`src/rtl/ms_pkg.sv`:
```
// ----------------------------------------------------------------------------
// Minimizer sketch package
// Shared types and constants for the minimizer sketch front end, queue and
// window engine.
// ----------------------------------------------------------------------------
package ms_pkg;

  localparam int KMER_MAX = 31;
  localparam int KMER_W   = 62;
  localparam int POS_W    = 31;
  localparam int LIMIT_W  = 34;

  // Configuration register indexes.
  localparam logic [2:0] REG_KMER_LENGTH    = 3'd0;
  localparam logic [2:0] REG_WINDOW_LENGTH  = 3'd1;
  localparam logic [2:0] REG_START_POSITION = 3'd2;
  localparam logic [2:0] REG_SEQUENCE_ID    = 3'd3;

  // One classified base as handed from the front end to the window engine.
  typedef struct packed {
    logic                     has_kmer;
    logic [KMER_W-1:0]        hash;
    logic [POS_W-1:0]         pos;
    logic                     strand;
    logic                     do_emit;
    logic [LIMIT_W-1:0]       limit;
    logic                     last;
  } item_t;

endpackage

```
`src/rtl/ms_fifo.sv`:
```
// ----------------------------------------------------------------------------
// Minimizer sketch item queue
// Short register queue that decouples the front end from the window engine.
// ----------------------------------------------------------------------------
module ms_fifo #(
  parameter int DEPTH = 4
) (
  input  logic           clk,
  input  logic           rst,
  input  logic           push,
  input  ms_pkg::item_t  push_data,
  output logic           full,
  input  logic           pop,
  output ms_pkg::item_t  head,
  output logic           empty
);

  localparam int AW = (DEPTH > 1) ? $clog2(DEPTH) : 1;

  ms_pkg::item_t      slots [DEPTH];
  logic [AW-1:0]      wr_ptr;
  logic [AW-1:0]      rd_ptr;
  logic [AW:0]        count;

  assign full  = (count == (AW+1)'(DEPTH));
  assign empty = (count == '0);
  assign head  = slots[rd_ptr];

  // Storage needs no reset.
  always_ff @(posedge clk) begin
    if (push && !full) begin
      slots[wr_ptr] <= push_data;
    end
  end

  // Pointers wrap at the queue depth.
  always_ff @(posedge clk) begin
    if (rst) begin
      wr_ptr <= '0;
      rd_ptr <= '0;
      count  <= '0;
    end else begin
      if (push && !full) begin
        wr_ptr <= (wr_ptr == AW'(DEPTH - 1)) ? '0 : wr_ptr + 1'b1;
      end
      if (pop && !empty) begin
        rd_ptr <= (rd_ptr == AW'(DEPTH - 1)) ? '0 : rd_ptr + 1'b1;
      end
      count <= count + (AW+1)'(push && !full) - (AW+1)'(pop && !empty);
    end
  end

endmodule

```
`config.mk`:
```
export PLATFORM = sky130hd
export DESIGN_NAME = ms_fifo
export DESIGN_NICKNAME = d
export VERILOG_FILES = /design/src/rtl/ms_pkg.sv /design/src/rtl/ms_fifo.sv
export SDC_FILE = /design/constraint.sdc
export NUM_CORES = 1
export LEC_CHECK = 0
export ABC_CLOCK_PERIOD_IN_PS = 5750
export BUFFER_PORTS_ARGS = -buffer_cell sky130_fd_sc_hd__clkbuf_2
export CORE_ASPECT_RATIO = 1.25
export CORE_MARGIN = 8
export CORE_UTILIZATION = 60
export DETAILED_ROUTE_END_ITERATION = 10
export HOLD_SLACK_MARGIN = 0.12
export PLACE_DENSITY_LB_ADDON = 0.15
export SLEW_MARGIN = 20
export SYNTH_ARGS = -nofsm -noshare
export SYNTH_HDL_FRONTEND = slang
export SYNTH_SLANG_ARGS = --single-unit
```
`constraint.sdc`:
```
create_clock -name clk -period 5.75 [get_ports clk]
set_input_delay 1.15 -clock clk [delete_from_list [all_inputs] [get_ports clk]]
set_output_delay 1.15 -clock clk [all_outputs]
set_load 0.02 [all_outputs]
```
==> metrics <==
run status complete, no violations; startpoint kind of the worst setup timing path register; DRT antenna net count 0; Switching Fraction 0.271; fraction of the yosys area taken by sequential cells 0.821; type of the worst min-delay path register to register; number of primary I/O pins around 270; category of the critical setup timing path register to output pin; static leakage ~7.7 nW; total negative setup slack 0 ns; Total Nets Final around 1200; P&R area growth vs syn 17.4%; category of the worst setup path capture point output pin; die area 38400 sq um; Overflow after GRT 0; TritonCTS clock tree done; max-capacitance violation count 0; Internal roughly 7.5 mW; RSZ-0062 raised after global routing false; area of all sequential standard cells 15900 sq um; achievable clock frequency between 0.2 and 0.3 GHz; Core ar. 31800 sq um; total half-perimeter wirelength after legalization and detailed placement 22.4 mm; CTS Buf Count 48; number of setup violations in the final report 0; total power density per cell area roughly 450 nW/um^2; TritonCTS Sinks 533; fraction of final layout cells sized beyond drive strength 1 0.455; flip-flop and latch count after synthesis 533; number of antenna violations at the first check in global routing 6; crit-path max FO 90; part of the power in combinational logic 0.215; Fin. Hold Viols 0; required time of the critical path 4.60 ns; synthesized instance count 735; clock insertion delay at the later pin of the skew report ~0.55 ns; Max clock buf depth 3; Clock transition at path regs 0.06 ns; r2r startpoint count[1]; slowest stage cell on the critical path sky130_fd_sc_hd__mux4_2; number of remaining DRC errors 0; Post-Syn Area just under 20000 sq um; Data arrival, critical path about 2.7 ns; cells along the critical path buf_12, mux4_2, clkbuf_2; portion of total power attributed to the clock network 0.314; mean post-synth cell area between 20 and 30 sq um; busiest grt layer met2; DRT Wirelength about 38 mm; worst-case headroom to the max-slew limit 0.328; net switching power 2.79 mW; Tot GR Track Use 0.194; number of buffers added on ports approximately 270; worst hold path depth 2; pin count of the biggest net entering global routing between 90 and 100; worst reg2reg setup slack roughly 3.1 ns; Clock Tree Root sky130_fd_sc_hd__clkbuf_16; worst hold start rd_ptr[0]; area used by multi-input combinational logic approximately 3200 sq um; Vias between 8000 and 9000; worst hold slack across all endpoints roughly 0.53 ns; DIE WIDTH roughly 180 um; number of global-route vias before repair between 9000 and 10000; Worst Skew ~0.012 ns; number of DRC markers in iteration 0 703; Worst Max-Slew Pin Slew around 1.0 ns; # Post-CTS Setup Buffers 0; Hold-fix buffers, CTS 0; fin crit period a little under 4 ns; routed length per placed instance 25.5 um; maximum ir drop on the vdd rail between 0.0003 and 0.0004 V; CTS HTree Levels 2; worst flop-to-flop path endpoint slots[3][90]; wire length of the first global-routing pass ~56 mm; slowest cell delay on critical path 0.64 ns; placer's final routability congestion estimate 0.714; Fillers ~1900; vertical die dimension 217 um; number of detailed-routing iterations run before antenna repair 5; path depth of the worst reg2reg path 3; Placement Rows 73; Post-CTS Resized 0; final max-slew violation count 0; number of nets in the synthesized netlist a little under 900; starting density of the core 0.610; met3 Resource Use GR 0.0528; portion of the clock cycle consumed by the worst path in the final layout 0.676; met1 usage 0.253; met2 Resource Use GR 0.318; Vias per Instance 5.88; synth unique cells 25; Yosys warning total 0; relative contribution of sequential cells to total power 0.471
## cell type report
cell class,instances,share of cell area
clock inverters,35,0.0162
clock buffers,52,0.0544
repair buffers,276,0.0639
inverters,8,0.00132
multi-input cells,163,0.142
well taps,412,0.0226
diodes,1,0.000110
flip-flops and latches,533,0.699
## layer usage
| layer | vias up | share of wire |
|---|---|---|
| li1 | 3777 | - |
| met1 | 4504 | 0.38 |
| met2 | 347 | 0.51 |
| met3 | 68 | 0.081 |
| met4 | 8 | 0.025 |
| met5 | - | 0.0013 |
## stage by stage
stage          instances  setup WS [ns]  power (mW)  utilization  instance area [sq um]
2_1_floorplan        735           2.53        6.43            -                  19400
3_3_place_gp        1392           2.42        7.16        0.666                  21200
3_5_place_dp        1392           2.45        7.19        0.666                  21200
4_1_cts             1479           1.84        10.4        0.716                  22800
5_1_grt             1480           1.73        10.7        0.716                  22800
6_report            1480           1.87        10.3        0.716                  22800
## Yosys cell counts
cell | number | share of area
sky130_fd_sc_hd__xnor2_1 | 2 | 0.00090
sky130_fd_sc_hd__ha_1 | 7 | 0.0045
sky130_fd_sc_hd__and2_4 | 1 | 0.00045
sky130_fd_sc_hd__a21oi_1 | 2 | 0.00052
sky130_fd_sc_hd__nor2b_1 | 2 | 0.00065
sky130_fd_sc_hd__or3b_1 | 1 | 0.00045
sky130_fd_sc_hd__buf_2 | 15 | 0.0039
sky130_fd_sc_hd__edfxtp_1 | 524 | 0.81
sky130_fd_sc_hd__buf_4 | 2 | 0.00077
sky130_fd_sc_hd__nor3_1 | 2 | 0.00052
sky130_fd_sc_hd__o31ai_1 | 1 | 0.00039
sky130_fd_sc_hd__mux4_2 | 131 | 0.15
sky130_fd_sc_hd__buf_6 | 11 | 0.0064
sky130_fd_sc_hd__inv_1 | 8 | 0.0015
sky130_fd_sc_hd__dfxtp_1 | 9 | 0.0093
sky130_fd_sc_hd__nand3_1 | 2 | 0.00052
sky130_fd_sc_hd__fa_1 | 1 | 0.0010
sky130_fd_sc_hd__nand2_1 | 1 | 0.00019
sky130_fd_sc_hd__clkbuf_1 | 3 | 0.00058
sky130_fd_sc_hd__nor2_1 | 2 | 0.00039
sky130_fd_sc_hd__and3_2 | 4 | 0.0015
sky130_fd_sc_hd__o31ai_2 | 1 | 0.00065
sky130_fd_sc_hd__a21o_1 | 1 | 0.00039
sky130_fd_sc_hd__or3_1 | 1 | 0.00032
sky130_fd_sc_hd__mux2i_1 | 1 | 0.00052
## critical path: cells and delay by family (launching register included)
family / cells / cell delay [ns]
buf+inv: 2 / 0.72
mux: 1 / 0.64
flops: 1 / 0.59
## cell usage in the layout, fill, tap and decap left out, drive strengths merged
master / instances
nand3: 2
or3b: 1
or3: 1
and2: 1
o31ai: 2
edfxtp: 524
clkinv: 24
xnor2: 2
dfxtp: 9
a21o: 1
clkinvlp: 2
nand2: 1
ha: 7
clkbuf: 319
inv: 9
nor2: 2
diode: 1
nor2b: 2
buf: 9
fa: 1
mux2i: 1
a21oi: 2
bufinv: 8
and3: 4
nor3: 2
mux4: 131
## power groups by stage
| stage | clock network [mW] | logic, mW | registers (mW) |
|---|---|---|---|
| detailed placement | 0 | 2.26 | 4.93 |
| finish | 3.23 | 2.21 | 4.85 |
| CTS | 3.29 | 2.27 | 4.86 |
| global route | 3.43 | 2.36 | 4.88 |
| floorplan | 0 | 1.58 | 4.85 |
| global placement | 0 | 2.25 | 4.91 |
## worst max path at each step
stage / start / endpoint / slack [ns] / depth (start not counted)
floorplan: push / slots[0][0] / 2.53 / 1
global placement: register / head[52] / 2.42 / 3
detailed placement: register / head[52] / 2.45 / 3
CTS: register / head[110] / 1.84 / 3
global route: register / head[67] / 1.73 / 3
finish: register / head[113] / 1.87 / 3
## kinds of logic after synthesis
group                    after synthesis  share of synthesized area
multiplexers                         132                      0.153
buffers and inverters                 39                     0.0132
AND/OR/NAND/NOR                       16                    0.00503
flip-flops                           533                      0.821
AO/OA/AOI/OAI                          5                    0.00194
XOR/XNOR                               2                   0.000904
adder cells (fa/ha/maj)                8                    0.00555
## sequential cells by signal, indices dropped and copies added, names as in the netlist, named ones only
register  count
slots       524
rd_ptr        2
wr_ptr        2
count         3
(Power assumes the default switching activity.)
