`config.mk`:
```
export PLATFORM = sky130hd
export DESIGN_NAME = ms_front
export DESIGN_NICKNAME = d
export VERILOG_FILES = /design/src/rtl/ms_pkg.sv /design/src/rtl/ms_front.sv
export SDC_FILE = /design/constraint.sdc
export NUM_CORES = 2
export LEC_CHECK = 0
export BUFFER_PORTS_ARGS = -buffer_cell sky130_fd_sc_hd__clkbuf_2
export CAP_MARGIN = 5
export CORE_MARGIN = 4
export CORE_UTILIZATION = 50
export DETAILED_ROUTE_END_ITERATION = 10
export PLACE_DENSITY_LB_ADDON = 0.05
export SETUP_SLACK_MARGIN = 0.5
export SLEW_MARGIN = 10
export SYNTH_ARGS = -nofsm -noshare
export SYNTH_HDL_FRONTEND = slang
export SYNTH_SLANG_ARGS = --single-unit
```
`constraint.sdc`:
```
create_clock -name clk -period 12.9 [get_ports clk]
set_clock_uncertainty 0.05 [all_clocks]
set_input_delay 0.645 -clock clk [delete_from_list [all_inputs] [get_ports clk]]
set_output_delay 0.645 -clock clk [all_outputs]
set_load 0.03 [all_outputs]
```
`src/rtl/ms_pkg.sv`:
```
// ----------------------------------------------------------------------------
// Minimizer sketch package
// Shared types and constants for the minimizer sketch front end, queue and
// window engine.
// ----------------------------------------------------------------------------
package ms_pkg;

  localparam int KMER_MAX = 31;
  localparam int KMER_W   = 62;
  localparam int POS_W    = 31;
  localparam int LIMIT_W  = 34;

  // Configuration register indexes.
  localparam logic [2:0] REG_KMER_LENGTH    = 3'd0;
  localparam logic [2:0] REG_WINDOW_LENGTH  = 3'd1;
  localparam logic [2:0] REG_START_POSITION = 3'd2;
  localparam logic [2:0] REG_SEQUENCE_ID    = 3'd3;

  // One classified base as handed from the front end to the window engine.
  typedef struct packed {
    logic                     has_kmer;
    logic [KMER_W-1:0]        hash;
    logic [POS_W-1:0]         pos;
    logic                     strand;
    logic                     do_emit;
    logic [LIMIT_W-1:0]       limit;
    logic                     last;
  } item_t;

endpackage

```
`src/rtl/ms_front.sv`:
```
// ----------------------------------------------------------------------------
// Minimizer sketch front end
// Shifts bases into the forward and reverse-complement k-mer registers,
// picks the canonical k-mer, hashes it and queues the classified item.
// ----------------------------------------------------------------------------
module ms_front #(
  parameter int WINDOW_MAX = 32
) (
  input  logic                 clk,
  input  logic                 rst,
  input  logic                 in_valid,
  output logic                 in_ready,
  input  logic [1:0]           base,
  input  logic                 last,
  input  logic [4:0]           kmer_length,
  input  logic [5:0]           window_length,
  input  logic [30:0]          start_position,
  output logic                 push,
  output ms_pkg::item_t        push_data,
  input  logic                 full
);

  typedef enum logic [2:0] {
    F_IDLE = 3'b001,
    F_HASH = 3'b010,
    F_PUSH = 3'b100
  } fstate_t;

  fstate_t      state;
  logic [61:0]  fwd;
  logic [61:0]  rev;
  logic [31:0]  cnt;
  logic [61:0]  key;
  logic [61:0]  mask;
  logic [2:0]   hstep;
  ms_pkg::item_t itm;

  logic [4:0]   k_eff;
  logic [6:0]   w_eff;
  logic [61:0]  mask_now;
  logic [61:0]  fwd_next;
  logic [61:0]  rev_next;
  logic         kmer_full;
  logic         emit_ok;
  logic [33:0]  kpos;
  logic [61:0]  key_next;

  // Clamp the lengths to their legal ranges.
  always_comb begin
    k_eff = (kmer_length == '0) ? 5'd1 : kmer_length;
    if (window_length == '0) begin
      w_eff = 7'd1;
    end else if ({1'b0, window_length} > 7'(WINDOW_MAX)) begin
      w_eff = 7'(WINDOW_MAX);
    end else begin
      w_eff = {1'b0, window_length};
    end
  end

  // Next k-mer registers and classification of the incoming base.
  always_comb begin
    mask_now  = {62{1'b1}} >> (6'd62 - {k_eff, 1'b0});
    fwd_next  = ((fwd << 2) | {60'b0, base}) & mask_now;
    rev_next  = ((rev >> 2) | ({60'b0, ~base} << ({k_eff, 1'b0} - 6'd2))) & mask_now;
    kmer_full = ({1'b0, cnt} >= {28'b0, k_eff} - 33'd1);
    emit_ok   = ({1'b0, cnt} >= {28'b0, k_eff} + {26'b0, w_eff} - 33'd2);
    kpos      = {3'b0, start_position} + {2'b0, cnt} - {29'b0, k_eff} + 34'd1;
  end

  // One step of the shift-add hash per cycle.
  always_comb begin
    case (hstep)
      3'd0:    key_next = ((~key) + (key << 21)) & mask;
      3'd1:    key_next = key ^ (key >> 24);
      3'd2:    key_next = (key + (key << 3) + (key << 8)) & mask;
      3'd3:    key_next = key ^ (key >> 14);
      3'd4:    key_next = (key + (key << 2) + (key << 4)) & mask;
      3'd5:    key_next = key ^ (key >> 28);
      3'd6:    key_next = (key + (key << 31)) & mask;
      default: key_next = key;
    endcase
  end

  assign in_ready = (state == F_IDLE);
  assign push     = (state == F_PUSH) && !full;

  always_comb begin
    push_data      = itm;
    push_data.hash = key;
  end

  // Sequencer for one base: accept, hash when a k-mer is present, hand over.
  always_ff @(posedge clk) begin
    if (rst) begin
      state <= F_IDLE;
      fwd   <= '0;
      rev   <= '0;
      cnt   <= '0;
      hstep <= '0;
    end else begin
      case (state)
        F_IDLE: begin
          if (in_valid) begin
            itm.has_kmer <= kmer_full && (fwd_next != rev_next);
            itm.strand   <= !(fwd_next < rev_next);
            itm.pos      <= (kpos > 34'h07FFFFFFF) ? 31'h7FFFFFFF : kpos[30:0];
            itm.do_emit  <= kmer_full && emit_ok;
            itm.limit    <= kpos - {27'b0, w_eff} + 34'd2;
            itm.last     <= last;
            itm.hash     <= '0;
            key          <= (fwd_next < rev_next) ? fwd_next : rev_next;
            mask         <= mask_now;
            hstep        <= '0;
            if (last) begin
              fwd <= '0;
              rev <= '0;
              cnt <= '0;
            end else begin
              fwd <= fwd_next;
              rev <= rev_next;
              cnt <= (cnt == 32'hFFFFFFFF) ? cnt : cnt + 32'd1;
            end
            state <= (kmer_full && (fwd_next != rev_next)) ? F_HASH : F_PUSH;
          end
        end
        F_HASH: begin
          key   <= key_next;
          hstep <= hstep + 3'd1;
          if (hstep == 3'd6) begin
            state <= F_PUSH;
          end
        end
        F_PUSH: begin
          if (!full) begin
            state <= F_IDLE;
          end
        end
        default: state <= F_IDLE;
      endcase
    end
  end

endmodule

```
==> run metrics <==
outcome=finished clean; average size of a mapped cell=8.03 sq um; total routing resource utilization after global routing=36.6%; GRT busiest layer=met1; detailed-placement wirelength estimate=116000 um; slew at the pin closest to its max-slew limit=1170 ps; Routed WL=150000 um; most common cell after layout, fill and taps aside=sky130_fd_sc_hd__nor2_1; critical path launch point=kmer_length[4]; P per Cell Area=104 nW/um^2; Net count, final=5433; count of pins over their slew limit=0; number of gates resized after CTS=0; share of flip-flops with an asynchronous set or reset after synthesis=0%; critical path startpoint category=input pin; Inserted Diodes=0; warnings from Yosys=0; wire length of the first global-routing pass=221000 um; number of enable-type register cells in the synthesized netlist=162; cell count after synthesis=4684; Critical R2R Capture=push_data[32]; clock root buffer master=sky130_fd_sc_hd__clkbuf_16; cell repeated most along the worst path=sky130_fd_sc_hd__o21ai_0; post-detailed-route DRC marker count=0; number of storage elements in the synthesis netlist=320; R2R Setup Slk=5170 ps; clock tree sinks=320; routability congestion estimate=1.00; routed via count=37200; effective utilization at floorplan=50.5%; via count of the first global-routing pass=34400; number of top-level design ports=182; max-cap check violation count=0; number of antenna violations at the first check in global routing=2; routed length per placed instance=25.9 um; predominant post-synthesis flop cell=sky130_fd_sc_hd__edfxtp_1; Remaining Overflow, GRT=0; final clock period utilization by the worst path=68.1%; Fillers=7225; worst reg2reg path startpoint=cnt[0]; Crit path largest cell delay=680 ps; Die Outline Area=79700 sq um; number of iterations in the first detailed-routing pass=8; Die W=282 um; global-route track usage on met3=8.35%; fmax=0.114 GHz; cells on worst reg2reg path=26; Crit-path slowest cell=sky130_fd_sc_hd__o311ai_0; Unique masters post-synth=87; classification of the worst-slack hold path=flip-flop to flip-flop; number of buffers on the longest clock path=3; sequential fraction of the synthesis area=21.3%; residual antenna-violating net count after detailed routing=0; overall die height=282 um; cell row count=100; Buffers on Ports=181; unrepaired setup endpoints after global routing=false; final count of negative-setup-slack endpoints=0; final setup TNS=0 ps; Layout area overhead=9.35%; total setup buffers inserted after CTS=0; Cell Area, Synth=37600 sq um; Clk pin slew, worst setup/hold paths=60 ps; shortest clock period the worst path allows after layout=8780 ps; worst relative slew slack=22.0%; hold-fix buffer count after cts=0; data required time of the worst path=13170 ps; commonest cells after routing, fill and taps aside=sky130_fd_sc_hd__nor2_1, sky130_fd_sc_hd__ha_1, sky130_fd_sc_hd__a21oi_1; WS Path Type=input pin to flip-flop; fraction of final layout cells with drive strength greater than 1=7.81%; placeable core region=74600 sq um; largest net degree at the start of global routing=86; static power due to leakage=17.8 nW; Global Route met1 Usage=55.0%; drt initial violations=4143; IR Drop Worst-Case VDD=0.103 mV; post-detailed-placement cell area=39700 sq um; clock tree from TritonCTS=done; arrival time worst endpoint=9050 ps; M2 GR Usage=52.2%; H-tree depth=2; critical path peak fanout=15; CTS buffer count=41; via count normalized by instance count=6.40; capture point of the worst path=push_data[32]; Final Cell Area=41100 sq um; Hold Violations, Final=0; clock latency on the worst-skew pair=600 ps; crit end category=flip-flop
[state kept, by name, summed over array words and instances (netlist names)]
name       flops
push_data     69
key           62
rev           60
state          3
fwd           60
mask          31
hstep          3
cnt           32
[worst min-delay path by stage]
stage	slack (ps)	end	cells after the start	from
2_1_floorplan	400	fwd[24]	2	fwd[24]
3_3_place_gp	410	rev[31]	2	rev[31]
3_5_place_dp	420	fwd[24]	2	fwd[24]
4_1_cts	430	fwd[24]	2	fwd[24]
5_1_grt	460	rev[51]	2	rev[51]
6_report	430	fwd[2]	2	fwd[2]
[critical path, delay by kind of cell]
| kind | cells | cell delay [ps] |
|---|---|---|
| AO/OA/AOI/OAI | 15 | 4130 |
| AND/OR/NAND/NOR | 7 | 1870 |
| adder cells (fa/ha/maj) | 4 | 1500 |
| buffers and inverters | 4 | 870 |
[cells in the mapped netlist (69+ instances only)]
master	count	area, sq um
sky130_fd_sc_hd__a21oi_1	445	2230
sky130_fd_sc_hd__a22oi_1	69	518
sky130_fd_sc_hd__xnor2_1	168	1470
sky130_fd_sc_hd__nand4_1	88	551
sky130_fd_sc_hd__a21o_1	143	1070
sky130_fd_sc_hd__fa_1	121	2420
sky130_fd_sc_hd__nor3_1	80	400
sky130_fd_sc_hd__xor2_1	126	1100
sky130_fd_sc_hd__ha_1	454	5680
sky130_fd_sc_hd__dfxtp_1	158	3160
sky130_fd_sc_hd__inv_1	346	1300
sky130_fd_sc_hd__nand3_1	86	430
sky130_fd_sc_hd__edfxtp_1	162	4860
sky130_fd_sc_hd__nor2_1	473	1780
sky130_fd_sc_hd__nand2_1	342	1280
sky130_fd_sc_hd__o21ai_0	280	1400
sky130_fd_sc_hd__clkbuf_1	185	694
[metrics by stage]
stage | std cells | hold WS (ps) | setup WS (ps) | utilization, % | power [mW]
after CTS | 5811 | 433 | 4340 | 55.2 | 4.23
after floorplan | 4711 | 397 | 5500 | - | 2.47
final | 5811 | 428 | 4120 | 55.2 | 4.26
after global routing | 5811 | 457 | 3520 | 55.2 | 4.48
after global placement | 5735 | 409 | 4050 | 53.3 | 2.98
after detailed placement | 5735 | 418 | 3770 | 53.3 | 2.98
[power breakdown]
part	internal, mW	switching (mW)	leakage, nW	total [mW]
sequential	1.15	0.0405	2.77	1.19
combinational	0.632	1.19	14.3	1.83
clock	0.742	0.505	0.691	1.25
[per-layer routing]
metal	part of all wire, %	vias up	wire length (um)
li1	-	17300	-
met1	46	17800	68600
met2	40	1792	60300
met3	11	296	16400
met4	3.5	0	5230
met5	0	-	0
[cell type report]
cell class	count	area (sq um)	share of cell area [%]
multi-input combinational	3830	27600	67.1
sequential	320	8030	19.5
timing repair buffer	267	1550	3.78
inverter	349	1310	3.18
tap	969	1210	2.95
clock buffer	50	1080	2.62
clock inverter	26	339	0.824
[cell families after synthesis]
kind of cell	after synthesis	share of synthesized area [%]
flip-flops	320	21.3
AO/OA/AOI/OAI	1471	25.3
adder cells (fa/ha/maj)	575	21.5
XOR/XNOR	294	6.84
AND/OR/NAND/NOR	1397	17.5
other	1	0.00997
buffers and inverters	561	5.70
multiplexers	65	1.74
Power figures use the tool's default switching activity.
